[src/rtl/pdcq_pkg.sv]
// ----------------------------------------------------------------------------
// pdcq_pkg
// Shared types and codes for the press duration classifier queue: the event
// codes and the operation word that passes from front to back.
// ----------------------------------------------------------------------------
`default_nettype none

package pdcq_pkg;

	localparam int EVENT_W   = 3;
	localparam int TIME_W    = 32;
	localparam int CFG_W     = 16;
	localparam int OPQ_DEPTH = 2;

	// event codes as seen on the result port
	localparam logic [EVENT_W-1:0] EV_NONE    = 3'd0;
	localparam logic [EVENT_W-1:0] EV_A_SHORT = 3'd1;
	localparam logic [EVENT_W-1:0] EV_A_LONG  = 3'd2;
	localparam logic [EVENT_W-1:0] EV_B_SHORT = 3'd3;
	localparam logic [EVENT_W-1:0] EV_B_LONG  = 3'd4;

	// item kinds
	localparam logic KIND_EDGE = 1'b0;
	localparam logic KIND_READ = 1'b1;

	// configuration register indexes
	localparam logic REG_DEBOUNCE   = 1'b0;
	localparam logic REG_LONG_PRESS = 1'b1;

	// operation word handed from the front to the back
	typedef struct packed {
		logic                is_read;
		logic [EVENT_W-1:0]  code;
	} pdcq_op_t;

endpackage

`default_nettype wire

[src/rtl/press_duration_classifier_queue.sv]
// ----------------------------------------------------------------------------
// press_duration_classifier_queue
// Two-button press classifier with an event ring.
// ----------------------------------------------------------------------------
// Takes one word per clock on the input channel while it is not stalled. Edge
// words update the press state of their button and, when a press ends with a
// duration at or above the debounce threshold, queue a short or long event
// (long at or above the long-press threshold); they give no result. Read
// words give exactly one result: the oldest queued event, or none when the
// ring is empty. The ring keeps at most RING_SLOTS - 1 events and drops new
// ones when full. A read result passes through the front stage register, an
// op queue slot, then the registered ring read that also sets the result
// flag. Throughput is one word per clock when no stall holds the flow. A
// stalled result channel holds the next read word at the back; once the op
// queue fills, the input stalls for every word, edge words included.
// Configuration writes take effect on the next clock and belong in idle periods.
// ----------------------------------------------------------------------------
`default_nettype none

module press_duration_classifier_queue
	import pdcq_pkg::*;
#(
	parameter int RING_SLOTS = 8
) (
	input  wire logic              clk,
	input  wire logic              arst_n,
	input  wire logic              in_valid,
	output logic                   in_ready,
	input  wire logic              kind,
	input  wire logic              button,
	input  wire logic              edge_fall,
	input  wire logic              edge_rise,
	input  wire logic [TIME_W-1:0] now_ms,
	output logic                   out_valid,
	input  wire logic              out_ready,
	output logic [EVENT_W-1:0]     event_code,
	input  wire logic              cfg_we,
	input  wire logic              cfg_index,
	input  wire logic [CFG_W-1:0]  cfg_data
);

	logic [CFG_W-1:0] debounce_q;
	logic [CFG_W-1:0] long_press_q;

	logic             fr_valid;
	logic             fr_ready;
	pdcq_op_t         fr_op;
	logic             bk_valid;
	logic             bk_ready;
	pdcq_op_t         bk_op;

	// configuration registers
	always_ff @(posedge clk or negedge arst_n) begin
		if (!arst_n) begin
			debounce_q   <= 16'd50;
			long_press_q <= 16'd1000;
		end else if (cfg_we) begin
			case (cfg_index)
				REG_DEBOUNCE:   debounce_q   <= cfg_data;
				REG_LONG_PRESS: long_press_q <= cfg_data;
				default:        ;
			endcase
		end
	end

	pdcq_front u_front (
		.clk        (clk),
		.arst_n     (arst_n),
		.in_valid   (in_valid),
		.in_ready   (in_ready),
		.kind       (kind),
		.button     (button),
		.edge_fall  (edge_fall),
		.edge_rise  (edge_rise),
		.now_ms     (now_ms),
		.bounce_min (debounce_q),
		.long_min   (long_press_q),
		.op_valid   (fr_valid),
		.op_ready   (fr_ready),
		.op         (fr_op)
	);

	pdcq_fifo #(
		.DEPTH (OPQ_DEPTH)
	) u_opq (
		.clk      (clk),
		.arst_n   (arst_n),
		.wr_valid (fr_valid),
		.wr_ready (fr_ready),
		.wr_op    (fr_op),
		.rd_valid (bk_valid),
		.rd_ready (bk_ready),
		.rd_op    (bk_op)
	);

	pdcq_back #(
		.RING_SLOTS (RING_SLOTS)
	) u_back (
		.clk        (clk),
		.arst_n     (arst_n),
		.op_valid   (bk_valid),
		.op_ready   (bk_ready),
		.op         (bk_op),
		.out_valid  (out_valid),
		.out_ready  (out_ready),
		.event_code (event_code)
	);

endmodule

`default_nettype wire

[src/rtl/pdcq_ram.sv]
// ----------------------------------------------------------------------------
// pdcq_ram
// Generic single write port, single read port RAM with registered read data.
// ----------------------------------------------------------------------------
`default_nettype none

module pdcq_ram #(
	parameter int WIDTH = 3,
	parameter int DEPTH = 8
) (
	input  wire logic                     clk,
	input  wire logic                     we,
	input  wire logic [$clog2(DEPTH)-1:0] waddr,
	input  wire logic [WIDTH-1:0]         wdata,
	input  wire logic                     re,
	input  wire logic [$clog2(DEPTH)-1:0] raddr,
	output logic      [WIDTH-1:0]         rdata
);

	logic [WIDTH-1:0] mem_q [DEPTH];

	// write port
	always_ff @(posedge clk) begin
		if (we) begin
			mem_q[waddr] <= wdata;
		end
	end

	// registered read port, holds while re is low
	always_ff @(posedge clk) begin
		if (re) begin
			rdata <= mem_q[raddr];
		end
	end

endmodule

`default_nettype wire

[src/rtl/pdcq_front.sv]
// ----------------------------------------------------------------------------
// pdcq_front
// Accepts input words, tracks the held state and press start of both buttons,
// measures press durations and classifies them into operations for the back.
// ----------------------------------------------------------------------------
`default_nettype none

module pdcq_front
	import pdcq_pkg::*;
(
	input  wire logic              clk,
	input  wire logic              arst_n,
	input  wire logic              in_valid,
	output logic                   in_ready,
	input  wire logic              kind,
	input  wire logic              button,
	input  wire logic              edge_fall,
	input  wire logic              edge_rise,
	input  wire logic [TIME_W-1:0] now_ms,
	input  wire logic [CFG_W-1:0]  bounce_min,
	input  wire logic [CFG_W-1:0]  long_min,
	output logic                   op_valid,
	input  wire logic              op_ready,
	output pdcq_op_t               op
);

	logic [1:0]              held_q;
	logic [1:0][TIME_W-1:0]  start_q;

	logic                    valid_s1;
	logic                    kind_s1;
	logic                    btn_s1;
	logic                    hit_s1;
	logic [TIME_W-1:0]       dur_s1;

	logic                    fall_new;
	logic                    eff_held;
	logic [TIME_W-1:0]       eff_start;
	logic                    hit;
	logic [TIME_W-1:0]       dur;
	logic                    accept;
	logic                    advance;
	logic                    keep;
	logic                    is_long;
	logic [EVENT_W-1:0]      press_code;

	// fall handled first, then rise against the updated held state
	always_comb begin
		fall_new  = edge_fall && !held_q[button];
		eff_held  = held_q[button] || edge_fall;
		eff_start = fall_new ? now_ms : start_q[button];
		hit       = edge_rise && eff_held;
		dur       = now_ms - eff_start;
	end

	assign advance  = !valid_s1 || !op_valid || op_ready;
	assign in_ready = advance;
	assign accept   = in_valid && in_ready;

	// per-button press tracking
	always_ff @(posedge clk or negedge arst_n) begin
		if (!arst_n) begin
			held_q  <= '0;
			start_q <= '0;
		end else if (accept && kind == KIND_EDGE) begin
			held_q[button]  <= eff_held && !edge_rise;
			start_q[button] <= eff_start;
		end
	end

	// stage 1 valid
	always_ff @(posedge clk or negedge arst_n) begin
		if (!arst_n) begin
			valid_s1 <= 1'b0;
		end else if (advance) begin
			valid_s1 <= in_valid;
		end
	end

	// stage 1 payload
	always_ff @(posedge clk) begin
		if (accept) begin
			kind_s1 <= kind;
			btn_s1  <= button;
			hit_s1  <= hit;
			dur_s1  <= dur;
		end
	end

	// classify the measured press
	always_comb begin
		keep    = hit_s1 && (dur_s1 >= {{(TIME_W-CFG_W){1'b0}}, bounce_min});
		is_long = dur_s1 >= {{(TIME_W-CFG_W){1'b0}}, long_min};
		if (btn_s1) begin
			press_code = is_long ? EV_B_LONG : EV_B_SHORT;
		end else begin
			press_code = is_long ? EV_A_LONG : EV_A_SHORT;
		end
	end

	// reads always go on, edges only when they make an event
	assign op_valid   = valid_s1 && (kind_s1 == KIND_READ || keep);
	assign op.is_read = kind_s1 == KIND_READ;
	assign op.code    = (kind_s1 == KIND_READ) ? EV_NONE : press_code;

endmodule

`default_nettype wire

[src/rtl/pdcq_fifo.sv]
// ----------------------------------------------------------------------------
// pdcq_fifo
// Short register queue of operation words between the front and the back.
// ----------------------------------------------------------------------------
`default_nettype none

module pdcq_fifo
	import pdcq_pkg::*;
#(
	parameter int DEPTH = 2
) (
	input  wire logic     clk,
	input  wire logic     arst_n,
	input  wire logic     wr_valid,
	output logic          wr_ready,
	input  wire pdcq_op_t wr_op,
	output logic          rd_valid,
	input  wire logic     rd_ready,
	output pdcq_op_t      rd_op
);

	localparam int PW = (DEPTH > 1) ? $clog2(DEPTH) : 1;
	localparam int CW = $clog2(DEPTH + 1);

	pdcq_op_t          slot_q [DEPTH];
	logic [PW-1:0]     wr_ptr_q;
	logic [PW-1:0]     rd_ptr_q;
	logic [CW-1:0]     count_q;
	logic              push;
	logic              pop;

	assign wr_ready = count_q != CW'(DEPTH);
	assign rd_valid = count_q != '0;
	assign rd_op    = slot_q[rd_ptr_q];
	assign push     = wr_valid && wr_ready;
	assign pop      = rd_valid && rd_ready;

	// storage
	always_ff @(posedge clk) begin
		if (push) begin
			slot_q[wr_ptr_q] <= wr_op;
		end
	end

	// pointers and fill count
	always_ff @(posedge clk or negedge arst_n) begin
		if (!arst_n) begin
			wr_ptr_q <= '0;
			rd_ptr_q <= '0;
			count_q  <= '0;
		end else begin
			if (push) begin
				wr_ptr_q <= (wr_ptr_q == PW'(DEPTH - 1)) ? '0 : wr_ptr_q + 1'b1;
			end
			if (pop) begin
				rd_ptr_q <= (rd_ptr_q == PW'(DEPTH - 1)) ? '0 : rd_ptr_q + 1'b1;
			end
			if (push && !pop) begin
				count_q <= count_q + 1'b1;
			end else if (pop && !push) begin
				count_q <= count_q - 1'b1;
			end
		end
	end

endmodule

`default_nettype wire

[src/rtl/pdcq_back.sv]
// ----------------------------------------------------------------------------
// pdcq_back
// Carries out operations: pushes classified events into the event ring and
// pops one event per read word into the registered result stage.
// ----------------------------------------------------------------------------
`default_nettype none

module pdcq_back
	import pdcq_pkg::*;
#(
	parameter int RING_SLOTS = 8
) (
	input  wire logic               clk,
	input  wire logic               arst_n,
	input  wire logic               op_valid,
	output logic                    op_ready,
	input  wire pdcq_op_t           op,
	output logic                    out_valid,
	input  wire logic               out_ready,
	output logic [EVENT_W-1:0]      event_code
);

	localparam int AW = $clog2(RING_SLOTS);

	logic [AW-1:0]       wr_pos_q;
	logic [AW-1:0]       rd_pos_q;
	logic [AW-1:0]       wr_next;
	logic [AW-1:0]       rd_next;
	logic                out_valid_q;
	logic                empty_q;
	logic                ring_full;
	logic                ring_empty;
	logic                pop;
	logic                ring_we;
	logic                ring_re;
	logic [EVENT_W-1:0]  ring_rdata;

	always_comb begin
		wr_next    = (wr_pos_q == AW'(RING_SLOTS - 1)) ? '0 : wr_pos_q + 1'b1;
		rd_next    = (rd_pos_q == AW'(RING_SLOTS - 1)) ? '0 : rd_pos_q + 1'b1;
		ring_full  = wr_next == rd_pos_q;
		ring_empty = wr_pos_q == rd_pos_q;
	end

	// reads wait for the result stage, pushes never wait
	assign op_ready = !op.is_read || !out_valid_q || out_ready;
	assign pop      = op_valid && op_ready;
	assign ring_we  = pop && !op.is_read && !ring_full;
	assign ring_re  = pop && op.is_read;

	pdcq_ram #(
		.WIDTH (EVENT_W),
		.DEPTH (RING_SLOTS)
	) u_ring (
		.clk   (clk),
		.we    (ring_we),
		.waddr (wr_pos_q),
		.wdata (op.code),
		.re    (ring_re),
		.raddr (rd_pos_q),
		.rdata (ring_rdata)
	);

	// ring pointers
	always_ff @(posedge clk or negedge arst_n) begin
		if (!arst_n) begin
			wr_pos_q <= '0;
			rd_pos_q <= '0;
		end else begin
			if (ring_we) begin
				wr_pos_q <= wr_next;
			end
			if (ring_re && !ring_empty) begin
				rd_pos_q <= rd_next;
			end
		end
	end

	// result stage; ram read data is its payload
	always_ff @(posedge clk or negedge arst_n) begin
		if (!arst_n) begin
			out_valid_q <= 1'b0;
			empty_q     <= 1'b1;
		end else if (ring_re) begin
			out_valid_q <= 1'b1;
			empty_q     <= ring_empty;
		end else if (out_ready) begin
			out_valid_q <= 1'b0;
		end
	end

	assign out_valid  = out_valid_q;
	assign event_code = empty_q ? EV_NONE : ring_rdata;

endmodule

`default_nettype wire
[config.mk]
export PLATFORM = sky130hd
export DESIGN_NAME = press_duration_classifier_queue
export DESIGN_NICKNAME = d
export VERILOG_FILES = /design/src/rtl/pdcq_pkg.sv /design/src/rtl/press_duration_classifier_queue.sv /design/src/rtl/pdcq_ram.sv /design/src/rtl/pdcq_front.sv /design/src/rtl/pdcq_fifo.sv /design/src/rtl/pdcq_back.sv
export SDC_FILE = /design/constraint.sdc
export NUM_CORES = 1
export LEC_CHECK = 0
export BUFFER_PORTS_ARGS = -buffer_cell sky130_fd_sc_hd__buf_2
export CAP_MARGIN = 40
export CORE_UTILIZATION = 60
export CTS_BUF_LIST = sky130_fd_sc_hd__clkbuf_8
export DETAILED_ROUTE_END_ITERATION = 10
export PLACE_DENSITY = 0.84
export SLEW_MARGIN = 40
export SYNTH_ARGS = -nofsm -noshare
export SYNTH_HDL_FRONTEND = slang
export SYNTH_SLANG_ARGS = --single-unit
[constraint.sdc]
create_clock -name clk -period 4 [get_ports clk]
set_input_delay 0.4 -clock clk [delete_from_list [all_inputs] [get_ports clk]]
set_output_delay 0.4 -clock clk [all_outputs]
set_load 0.02 [all_outputs]
Word-level counts from Yosys, hierarchy flattened
Memory sizes are Yosys's and may differ from the RTL's. A register that Yosys moved wholly into a read port is not among the register bits.
Cells that the tools add are included.
W data, S select, Z words.

word-level totals
  flip-flop bits (word level) = 146
  RAM bits = 32
  bits of input ports = 58
  output and inout bits = 5
  logic and storage cells = 102
  memories kept = 2

cells by class
  add/sub/neg operators = 7
  $lt $le $gt $ge = 4
  eq/ne operators = 5
  muxes and demuxes = 28
  bitwise gates (word level) = 2
  reductions and logical operators = 37

memories
  name                 words  width  read ports  clocked after memory_dff  wr ports  line             text
  u_back.u_ring.mem_q  8      3      1           1                         1         pdcq_ram.sv:20   logic [WIDTH-1:0] mem_q [DEPTH];
  u_opq.slot_q         2      4      1           0                         1         pdcq_fifo.sv:25  pdcq_op_t slot_q [DEPTH];

operators with widths
  kind                   count
  $mux W32               4
  $bwmux W64             1
  $ge A32 B16 Y1         2
  $demux W32 S1          1
  $sub A32 B32 Y32       1
  $mux W3                6
  $logic_and A1 B1 Y1    16
  $mux W1                11
  $logic_not A1 Y1       10
  $add A3 B1 Y3 const B  2
  $eq A3 B3 Y1           2
  $eq A3 B3 Y1 const B   2
  $logic_or A1 B1 Y1     6
  $mux W2                3
  $reduce_bool A2 Y1     3
  $reduce_and A2 Y1      2
  $add A1 B1 Y1 const B  2
  $add A2 B1 Y2 const B  1
  $bwmux W2              1
  $lt A1 B2 Y1 const B   1
  $ne A2 B2 Y1 const B   1
  $not A1 Y1             2
  $sub A2 B1 Y2 const B  1
  $demux W1 S1           1
  $ge A1 B1 Y1 const B   1

Longest topological paths before layout
Gate-level depths: netlist of run 1.

  word-level depth = 9
  gate-level depth with buffers = 18
  depth with buffers taken out = 14

By module
Synthesis of run 1 repeated with hierarchy kept, for this count alone.

second synthesis, totals
  cells, all modules = 849
  area total of the unflattened synthesis = 10087.2 µm²

by module, submodules not included
  module                           instances  cells each  area an instance (µm²)  seq. area each (µm²)
  pdcq_front                       1          659         6764.0                  2727.6
  press_duration_classifier_queue  1          69          1263.7                  812.0
  pdcq_ram                         1          50          1072.3                  810.8
  pdcq_fifo                        1          30          496.7                   340.3
  pdcq_back                        1          41          490.5                   201.4

Least setup slack after synthesis of run 1
OpenSTA, ideal clock, no wires.

  path kind = input to register
  start point = input button
  end point = register u_front.dur_s1[31] (data pin)
  library setup time = 257 ps
  data arrival time = 3651 ps
  data required time = 3743 ps
  setup slack = 92 ps
  cell stages on the path = 18
  buffers on the path = 4
  cells stage by stage = buf_2 -> mux2i_1 -> nand2_1 -> clkbuf_1 -> clkbuf_1 -> nor2_1 -> a21oi_1 -> inv_1 -> ha_1 -> buf_6 -> and4_4 -> and3_4 -> a221o_1 -> a221oi_2 -> a2111oi_1 -> o31a_1 -> nor2_2 -> xnor2_1

between the ends
  cells in the longest elaborated chain, start to end = 6
  elaborated cells on any way between the ends = 8
  those cells by class = 1 x add/sub; 5 x mux; 2 x reduce/logical

RTL lines
  item                                        line                                   text
  from (decl)                                 press_duration_classifier_queue.sv:30  input wire logic button,
  $mux W1 (not written as such) (2 in a row)  pdcq_front.sv:49                       fall_new = edge_fall && !held_q[button];
  $logic_not A1 Y1                            pdcq_front.sv:49
  $logic_and A1 B1 Y1                         pdcq_front.sv:49
  $mux W32 (*)                                pdcq_front.sv:51                       eff_start = fall_new ? now_ms : start_q[button];
  $sub A32 B32 Y32 (*)                        pdcq_front.sv:53                       dur = now_ms - eff_start;
  named net u_front.dur[31]                   pdcq_front.sv:40                       logic [TIME_W-1:0] dur;
  to (signal assigned)                        pdcq_front.sv:86                       dur_s1 <= dur;
  to (decl)                                   pdcq_front.sv:34                       logic [TIME_W-1:0] dur_s1;

The timed path passes the listed nets; every way through them passes the cells marked *. The select of a mux whose other input is x is not followed.
A chain may end at the register's enable or synchronous reset.

Worst setup path in the final report of run 1
  start point = register u_front.held_q[0]
  end point = register u_front.dur_s1[31] (data pin)

between the ends
  cells in the longest elaborated chain, start to end = 6

RTL lines
  item                                        line              text
  from (decl)                                 pdcq_front.sv:27  logic [1:0] held_q;
  from (signal, indexed assignment)           pdcq_front.sv:66  held_q[button] <= eff_held && !edge_rise;
  $mux W1 (not written as such) (2 in a row)  pdcq_front.sv:49
  $logic_not A1 Y1                            pdcq_front.sv:49
  $logic_and A1 B1 Y1                         pdcq_front.sv:49
  $mux W32                                    pdcq_front.sv:51
  $sub A32 B32 Y32                            pdcq_front.sv:53
  named net u_front.dur[31]                   pdcq_front.sv:40

The timed path passes the listed nets, and every way through them passes these cells. The select of a mux whose other input is x is not followed.

==> results of run 1 <==
per-stage QoR:
stage               cell area (µm²)  instances
global route                  11300       1203
floorplan                     10400        910
global placement              10900       1170
CTS                           11300       1203
detailed placement            10900       1170
finish                        11300       1203
logic make-up (layout without fill, tap and decap cells):
family	Yosys count	count (layout)
AND/OR/NAND/NOR	190	190
XOR/XNOR	31	31
adder cells (fa/ha/maj)	70	70
buffers and inverters	117	190
AO/OA/AOI/OAI	188	188
flip-flops	181	181
multiplexers	133	133
per-layer routing:
metal	track usage [%]	wire (µm)	share of wire, %
met1	32.9	9320	47
met2	40.4	9670	48
met3	4.53	741	3.7
met4	8.33	285	1.4
met5	0	0	0
synth_stat cells, drive strengths merged (22+ instances only):
master	n	area share, %
ha	69	8.3
xnor2	24	2.0
buf	22	1.5
dfrtp	101	24
edfxtp	70	20
o21ai	46	2.3
nand2	39	1.4
mux2	91	11
nor2	63	2.3
a21oi	71	3.5
inv	79	2.9
mux2i	36	3.5
repair_timing:
action | in CTS | in global routing
hold buffers | 1 | 0
resized for setup | 0 | 5
hold endpoints to repair | 46 | 0
setup endpoints to repair | 0 | 5
worst max path at each step:
stage | startpoint | end | slack (ns)
2_1_floorplan | button | u_front.dur_s1[31]$_DFFE_PP_ | 0.09
3_3_place_gp | button | u_front.dur_s1[31]$_DFFE_PP_ | 0.17
3_5_place_dp | button | u_front.dur_s1[28]$_DFFE_PP_ | 0.06
4_1_cts | u_front.held_q[0]$_DFFE_PN0P_ | u_front.dur_s1[28]$_DFFE_PP_ | 0.23
5_1_grt | u_front.held_q[0]$_DFFE_PN0P_ | u_front.dur_s1[28]$_DFFE_PP_ | 0.03
6_report | u_front.held_q[0]$_DFFE_PN0P_ | u_front.dur_s1[31]$_DFFE_PP_ | 0.25
state kept, by name, summed over array words and instances, names as in the netlist:
register,flops
u_opq.wr_ptr_q,1
u_opq.rd_ptr_q,1
u_front.dur_s1,32
u_front.hit_s1,1
u_back.out_valid,1
u_back.empty_q,1
u_front.held_q,2
long_press_q,16
u_opq.slot_q,8
u_back.rd_pos_q,3
u_back.u_ring.rdata,3
u_front.btn_s1,1
u_back.u_ring.mem_q,24
u_opq.count_q,2
u_front.start_q,64
u_front.kind_s1,1
u_front.valid_s1,1
u_back.wr_pos_q,3
debounce_q,16
worst max-delay path: stages (launching register included):
cell	delay (ns)
dfrtp_1	0.41
mux2i_1	0.24
nand2_2	0.15
buf_12	0.21
a21oi_1	0.23
inv_1	0.08
ha_1	0.35
and4_4	0.25
and3_4	0.17
a221o_1	0.35
a221oi_2	0.42
a2111oi_1	0.15
o31a_1	0.34
nor2_2	0.09
xnor2_1	0.06
layout make-up:
class,instances,share of cell area [%]
clock buffers,18,2.19
clock inverters,14,1.43
inverters,79,2.62
multi-input cells,612,43.8
flip-flops and latches,181,43.2
well taps,220,2.43
repair buffers,79,4.35
power by group:
| group | switching [µW] | internal (µW) |
|---|---|---|
| Clock | 712 | 540 |
| Sequential | 442 | 2830 |
| Combinational | 2040 | 1840 |
| Total | 3200 | 5210 |
==> flow_summary.ini, run 1 <==
[sta]
finalHoldViolCount = 0
finClkSkew_ns = 0.0164
fmax_ghz = 0.267
tns_ns = 0
drv_slew = 0
fin_crit_sh_pct = 93.7
slew_headroom_pct = 47.3
period_needed_ns = 3.75
tightest_slew_ns = 0.789
holdWs_ns = 0.125
setup_ws_ns = 0.254
rsz0062_at_grt = false
setup_violations = 0

[yosys]
synth_top_family_by_area = multiplexers
synth_compound_area_share_pct = 11.4
syn_inst = 910
syn_area_mm2 = 0.0104
synth_nets = 1038
yosysWarningCount = 0
synth_edf_count = 70
syn_area_per_cell_um2 = 11.4
synth_seq_cells = 181
synthXorXnorAreaFrac_pct = 2.62
synthMuxAreaShare_pct = 15.7
yosys_most_used_dff = dfrtp_1
synthSimpleGateAreaFrac_pct = 9.20
ys_seq_area_share_pct = 47.2
synth-adder-area-share_pct = 8.52
async_flop_share_pct = 61.3
synth_cell_types = 82

[worst_setup_path]
critPathMaxFanout = 49
reg2reg_from = u_front.held_q[0]$_DFFE_PN0P_
r2r_end = u_front.dur_s1[31]$_DFFE_PP_
start_kind = flip-flop
crit_required_ns = 4.23
cp-end-kind = flip-flop
crit_arrival_ns = 3.98
critical_path_class = reg -> reg
r2r_setup_slack_ns = 0.25
rr_worst_depth = 14

[routing]
vias = 6945
drtIter0Drc = 550
firstDrtPassIters = 5
routedWlPerCell_um = 16.6
ant_nets = 0
totalWireLength_mm = 20.0
drc = 0
via_per_inst = 5.77

[cts]
cts_buffer_depth = 2
path_clk_slew_ns = 0.10
cts.sinks = 181
cts_setup_buffers = 0
cts_root_buf = clkbuf_8
numCtsBuffers = 17
worst_skew_pair.late_latency_ns = 0.47
htree_levels = 4
cts_tree = done

[power]
power.density_mw_per_mm2 = 742
p_total_uw = 8410
total_leakage_power_uw = 0.00507
vdd_drop_max_uv = 355

[global_routing]
antenna_found_initial = 0
grt_pass1_vias = 7065
grt_pass1_wl_mm = 34.2
track_usage_pct = 24.6
grt_max_degree = 61
globalRouteOverflowTotal = 0

[hold_path]
hp-start = edge_rise
hold_depth = 2
min_to = u_front.held_q[0]$_DFFE_PN0P_
hp-class = in -> reg

[run]
cap_viol_max_count = 0

[place]
post-place-ws_ns = 0.0615
portBuffers = 62
place_congestion = 0.921
dp_hpwl_mm = 14.4

[final_layout]
nNetsFinal = 1098
areaGrowthSynthToFinish_pct = 9.35
diodes = 0
seq_area_mm2 = 0.00489
drive_above_1_share_pct = 21.2
layout_commonest_cell = dfrtp_1
fillers = 1197
mostFrequentLayoutCells = 101 x dfrtp_1, 79 x inv_1, 70 x edfxtp_1, 69 x a21oi_1, 68 x ha_1
multi_input_area_mm2 = 0.00497
finish.utilization_pct = 67.9

[run_status]
status = completed

[floorplan]
num_io_pins = 63
die_h_um = 133
die_area_mm2 = 0.0178
core_mm2 = 0.0167
num_rows = 47
start_util_pct = 62.1
die_w_um = 133
(Power assumes the default switching activity.)
==> inputs of run 2 (changes only) <==
--- a/config.mk
+++ b/config.mk
@@ -8,7 +8,7 @@
 export BUFFER_PORTS_ARGS = -buffer_cell sky130_fd_sc_hd__buf_2
 export CAP_MARGIN = 40
 export CORE_UTILIZATION = 60
-export CTS_BUF_LIST = sky130_fd_sc_hd__clkbuf_8
+export CTS_BUF_LIST = sky130_fd_sc_hd__clkbuf_4
 export DETAILED_ROUTE_END_ITERATION = 10
 export PLACE_DENSITY = 0.84
 export SLEW_MARGIN = 40
==> flow_summary.ini, run 2 (same netlist as run 1, synthesis figures left out) <==
[floorplan]
die_w_um = 133
num_io_pins = 63
core_mm2 = 0.0167
die_area_mm2 = 0.0178
num_rows = 47
start_util_pct = 62.1
die_h_um = 133

[place]
portBuffers = 62
dp_hpwl_mm = 14.4
place_congestion = 0.921

[cts]
htree_levels = 4
cts_root_buf = clkbuf_4
cts_tree = done
cts_setup_buffers = 0
path_clk_slew_ns = 0.16
numCtsBuffers = 17
worst_skew_pair.late_latency_ns = 0.57
cts.sinks = 181
cts_buffer_depth = 2

[global_routing]
antenna_found_initial = 1
globalRouteOverflowTotal = 0
grt_pass1_vias = 6983
track_usage_pct = 24.2
grt_max_degree = 61
grt_pass1_wl_mm = 33.8

[run]
cap_viol_max_count = 0

[final_layout]
areaGrowthSynthToFinish_pct = 9.03
drive_above_1_share_pct = 20.9
layout_commonest_cell = dfrtp_1
largest_register = u_front.start_q
top_regs = u_front.start_q (64), u_front.dur_s1 (32), u_back.u_ring.mem_q (24)
mostFrequentLayoutCells = 101 x dfrtp_1, 79 x inv_1, 70 x edfxtp_1, 69 x a21oi_1, 68 x ha_1
largest_register_ffs = 64
nNetsFinal = 1106

[power]
vdd_drop_max_uv = 445
p_total_uw = 8170
total_leakage_power_uw = 0.00506
power.density_mw_per_mm2 = 723

[routing]
via_per_inst = 5.76
totalWireLength_mm = 19.9
drtIter0Drc = 528
firstDrtPassIters = 5
routedWlPerCell_um = 16.4
drc = 0
vias = 6979
ant_nets = 0

[worst_setup_path]
crit_arrival_ns = 4.09
crit_required_ns = 4.35
cp-end-kind = flip-flop
critical_path_class = reg -> reg
start_kind = flip-flop
critPathMaxFanout = 49

[sta]
fmax_ghz = 0.268
finClkSkew_ns = 0.0239
period_needed_ns = 3.73
slew_headroom_pct = 47.5
fin_crit_sh_pct = 93.3
holdWs_ns = 0.0532
drv_slew = 0
finalHoldViolCount = 0
setup_violations = 0
tightest_slew_ns = 0.786

[hold_path]
hp-class = in -> reg

[run_status]
status = completed
==> run 2: cell types whose count changed in the layout (fill, tap and decap cells not counted) <==
| cell | change |
|---|---|
| clkbuf_8 | -18 |
| clkbuf_4 | +17 |
| dlygate4sd3_1 | +8 |
| clkinv_1 | +1 |
| diode_2 | +1 |
==> run 2: final timing paths <==
| check | slack (ns) | cells past startpoint | from | end |
|---|---|---|---|---|
| worst max register to register | 0.27 | 14 | u_front.held_q[0]$_DFFE_PN0P_ | u_front.dur_s1[31]$_DFFE_PP_ |
| max in group asynchronous | 2.82 | 3 | arst_n | long_press_q[6]$_DFFE_PN1P_ |
| worst min-delay path | 0.05 | 3 | cfg_data[5] | debounce_q[5]$_DFFE_PN1P_ |
| min in group asynchronous | 0.40 | 2 | arst_n | debounce_q[10]$_DFFE_PN0P_ |
| worst min register to register | 0.50 | 1 | u_front.start_q[6]$_DFFE_PN0P_ | u_front.start_q[6]$_DFFE_PN0P_ |
| worst max-delay path | 0.27 | 14 | u_front.held_q[0]$_DFFE_PN0P_ | u_front.dur_s1[31]$_DFFE_PP_ |
==> run 2: worst max-delay path: stages (launching register included) <==
cell and delay [ns]:
dfrtp_1 0.43, mux2i_1 0.24, nand2_2 0.14, buf_12 0.20, a21oi_1 0.23, inv_1 0.08, ha_1 0.36, and4_4 0.25
and3_4 0.17, a221o_1 0.35, a221oi_2 0.41, a2111oi_1 0.15, o31a_1 0.33, nor2_2 0.09, xnor2_1 0.06
==> run 2: layout make-up <==
class / instances / area [µm²]
Clock inverter: 15 / 166
Antenna cell: 1 / 2.50
Timing Repair Buffer: 87 / 573
Clock buffer: 17 / 128
Multi-Input combinational cell: 612 / 4970
Tap cell: 220 / 275
Fill cell: 1206 / 5400
Sequential cell: 181 / 4890
Inverter: 79 / 297
==> run 2: power by group <==
group	switching [µW]	internal, µW
Clock	688	338
Sequential	443	2830
Combinational	2030	1840
==> run 2: per-stage QoR <==
| step | setup slack (ns) | TNS [ns] | std cells | area (µm²) | utilization (%) |
|---|---|---|---|---|---|
| 6_report | 0.266 | 0 | 1212 | 11300 | 67.7 |
| 5_1_grt | -0.00996 | -0.00996 | 1212 | 11300 | 67.7 |
| 2_1_floorplan | 0.0917 | 0 | 910 | 10400 | - |
| 3_5_place_dp | 0.0615 | 0 | 1170 | 10900 | 65.2 |
| 3_3_place_gp | 0.174 | 0 | 1170 | 10900 | 65.2 |
| 4_1_cts | 0.222 | 0 | 1211 | 11300 | 67.5 |
==> run 2: per-layer routing <==
layer	track usage [%]	routed length [µm]	share of wire (%)
met5	0	0	0
met2	39.5	9450	47
met1	32.7	9430	47
met4	8.21	255	1.3
met3	4.49	770	3.9
==> run 2: timing repair <==
| action | in CTS | in global routing |
|---|---|---|
| setup endpoints to repair | 0 | 5 |
| endpoints found under the hold margin | 56 | 0 |
| hold buffers | 9 | 0 |
| resized for setup | 0 | 5 |
==> inputs of run 3 (changes only) <==
--- a/config.mk
+++ b/config.mk
@@ -7,6 +7,7 @@
 export LEC_CHECK = 0
 export BUFFER_PORTS_ARGS = -buffer_cell sky130_fd_sc_hd__buf_2
 export CAP_MARGIN = 40
+export CORE_MARGIN = 2
 export CORE_UTILIZATION = 60
 export CTS_BUF_LIST = sky130_fd_sc_hd__clkbuf_4
 export DETAILED_ROUTE_END_ITERATION = 10
==> flow_summary.ini, run 3 (same netlist as run 1, synthesis figures left out) <==
[worst_setup_path]
start_kind = flip-flop
r2r_end = u_front.dur_s1[28]$_DFFE_PP_
crit_required_ns = 4.41
reg2reg_from = u_front.held_q[1]$_DFFE_PN0P_
r2r_setup_slack_ns = 0.21
cp-end-kind = flip-flop
critical_path_class = reg -> reg
critPathMaxFanout = 40
crit_arrival_ns = 4.20
rr_worst_depth = 15

[power]
power.density_mw_per_mm2 = 730
total_leakage_power_uw = 0.00507
vdd_drop_max_uv = 386
sequentialPowerShare_pct = 39.5
power_frac_comb_pct = 47.2
p_sw_uw = 3210
p_clk_share_pct = 13.3
power.internal_uw = 5060
p_sw_share_pct = 38.8

[global_routing]
grt_pass1_wl_mm = 34.4
antenna_found_initial = 1
grt_max_degree = 60
track_usage_pct = 23.8
globalRouteOverflowTotal = 0
grt_pass1_vias = 7043

[sta]
setup_violations = 0
drv_slew = 0
holdWs_ns = 0.0280
slew_headroom_pct = 51.6
rsz0062_at_grt = false
finalHoldViolCount = 0
tns_ns = 0
setup_ws_ns = 0.209
finClkSkew_ns = 0.0302
tightest_slew_ns = 0.724
fmax_ghz = 0.264
fin_crit_sh_pct = 94.8
period_needed_ns = 3.79

[cts]
cts_tree = done
numCtsBuffers = 17
cts_setup_buffers = 0
worst_skew_pair.late_latency_ns = 0.60
cts_root_buf = clkbuf_4
cts_buffer_depth = 2
path_clk_slew_ns = 0.15
htree_levels = 4
cts.sinks = 181

[routing]
drc = 1
met3_length_um = 774
m1WireLength_mm = 9.48
vias = 6991
ant_nets = 0
via_per_inst = 5.74
totalWireLength_mm = 20.4
firstDrtPassIters = 11
drtIter0Drc = 547
route.met2.wl_mm = 9.91
routedWlPerCell_um = 16.8
top_layer_used = met4

[final_layout]
largest_register = u_front.start_q
areaGrowthSynthToFinish_pct = 9.18
mostFrequentLayoutCells = 101 x dfrtp_1, 79 x inv_1, 70 x a21oi_1, 70 x edfxtp_1, 69 x ha_1
finish.utilization_pct = 66.1
largest_register_ffs = 64
layout_commonest_cell = dfrtp_1
top_regs = u_front.start_q (64), u_front.dur_s1 (32), u_back.u_ring.mem_q (24)
drive_above_1_share_pct = 20.8
nNetsFinal = 1107

[floorplan]
die_area_mm2 = 0.0183
num_rows = 48
core_mm2 = 0.0171
num_io_pins = 63
start_util_pct = 60.6
die_w_um = 135
die_h_um = 135

[run]
cap_viol_max_count = 0

[place]
place_congestion = 0.946
dp_hpwl_mm = 14.7
portBuffers = 62
post-place-ws_ns = 0.0551

[hold_path]
hp-class = in -> reg
min_to = debounce_q[1]$_DFFE_PN1P_
hold_depth = 3
hp-start = cfg_data[1]

[run_status]
status = finished with violations
violations = design-rule violations
run 3: area by class of cell:
| cell class | instances | area, µm² |
|---|---|---|
| multi-input cells | 612 | 4960 |
| repair buffers | 88 | 572 |
| well taps | 225 | 282 |
| inverters | 79 | 297 |
| flip-flops and latches | 181 | 4890 |
| clock inverters | 15 | 190 |
| fillers | 1294 | 5800 |
| clock buffers | 17 | 128 |
| diodes | 1 | 2.50 |
run 3: routing by layer:
layer | global-route usage, % | vias up
met2 | 40.0 | 159
met4 | 5.96 | 0
met1 | 32.3 | 3390
li1 | - | 3421
met5 | 0 | -
met3 | 4.30 | 21
run 3: power groups by stage:
stage                     clock, µW  sequential [µW]  combinational (µW)
after floorplan                   0             3100                3150
after global placement            0             3260                3700
after detailed placement          0             3310                3830
after CTS                      1120             3270                3870
after global routing           1210             3350                4360
final                          1100             3270                3900
run 3: worst max path at each step:
stage,end,slack [ns],from,cells after the start
detailed placement,u_front.dur_s1[28]$_DFFE_PP_,0.06,button,16
CTS,u_front.dur_s1[28]$_DFFE_PP_,0.21,u_front.held_q[1]$_DFFE_PN0P_,15
finish,u_front.dur_s1[28]$_DFFE_PP_,0.21,u_front.held_q[1]$_DFFE_PN0P_,15
floorplan,u_front.dur_s1[31]$_DFFE_PP_,0.09,button,18
global route,u_front.dur_s1[28]$_DFFE_PP_,0.001,u_front.held_q[1]$_DFFE_PN0P_,15
global placement,u_front.dur_s1[28]$_DFFE_PP_,0.23,button,16
run 3: through the flow:
stage / instances / power, µW / area (µm²)
2_1_floorplan: 910 / 6250 / 10400
3_3_place_gp: 1176 / 6960 / 10900
3_5_place_dp: 1176 / 7140 / 10900
4_1_cts: 1216 / 8260 / 11300
5_1_grt: 1218 / 8910 / 11300
6_report: 1218 / 8270 / 11300
run 3: timing repair:
action	CTS	global route
hold buffers	8	1
resized for setup	0	1
hold endpoints to repair	58	1
endpoints found under the setup margin	0	1
run 3: critical path, stage by stage (launching register included):
cell      delay, ns
dfrtp_1        0.42
mux2i_1        0.23
nand2_2        0.12
buf_12         0.18
nor2_1         0.10
a21oi_1        0.07
ha_1           0.23
fa_1           0.41
nand2b_1       0.18
a21oi_1        0.19
o21ai_1        0.20
o21ai_1        0.27
a31oi_1        0.22
a31oi_2        0.22
or4b_1         0.46
o211ai_1       0.11
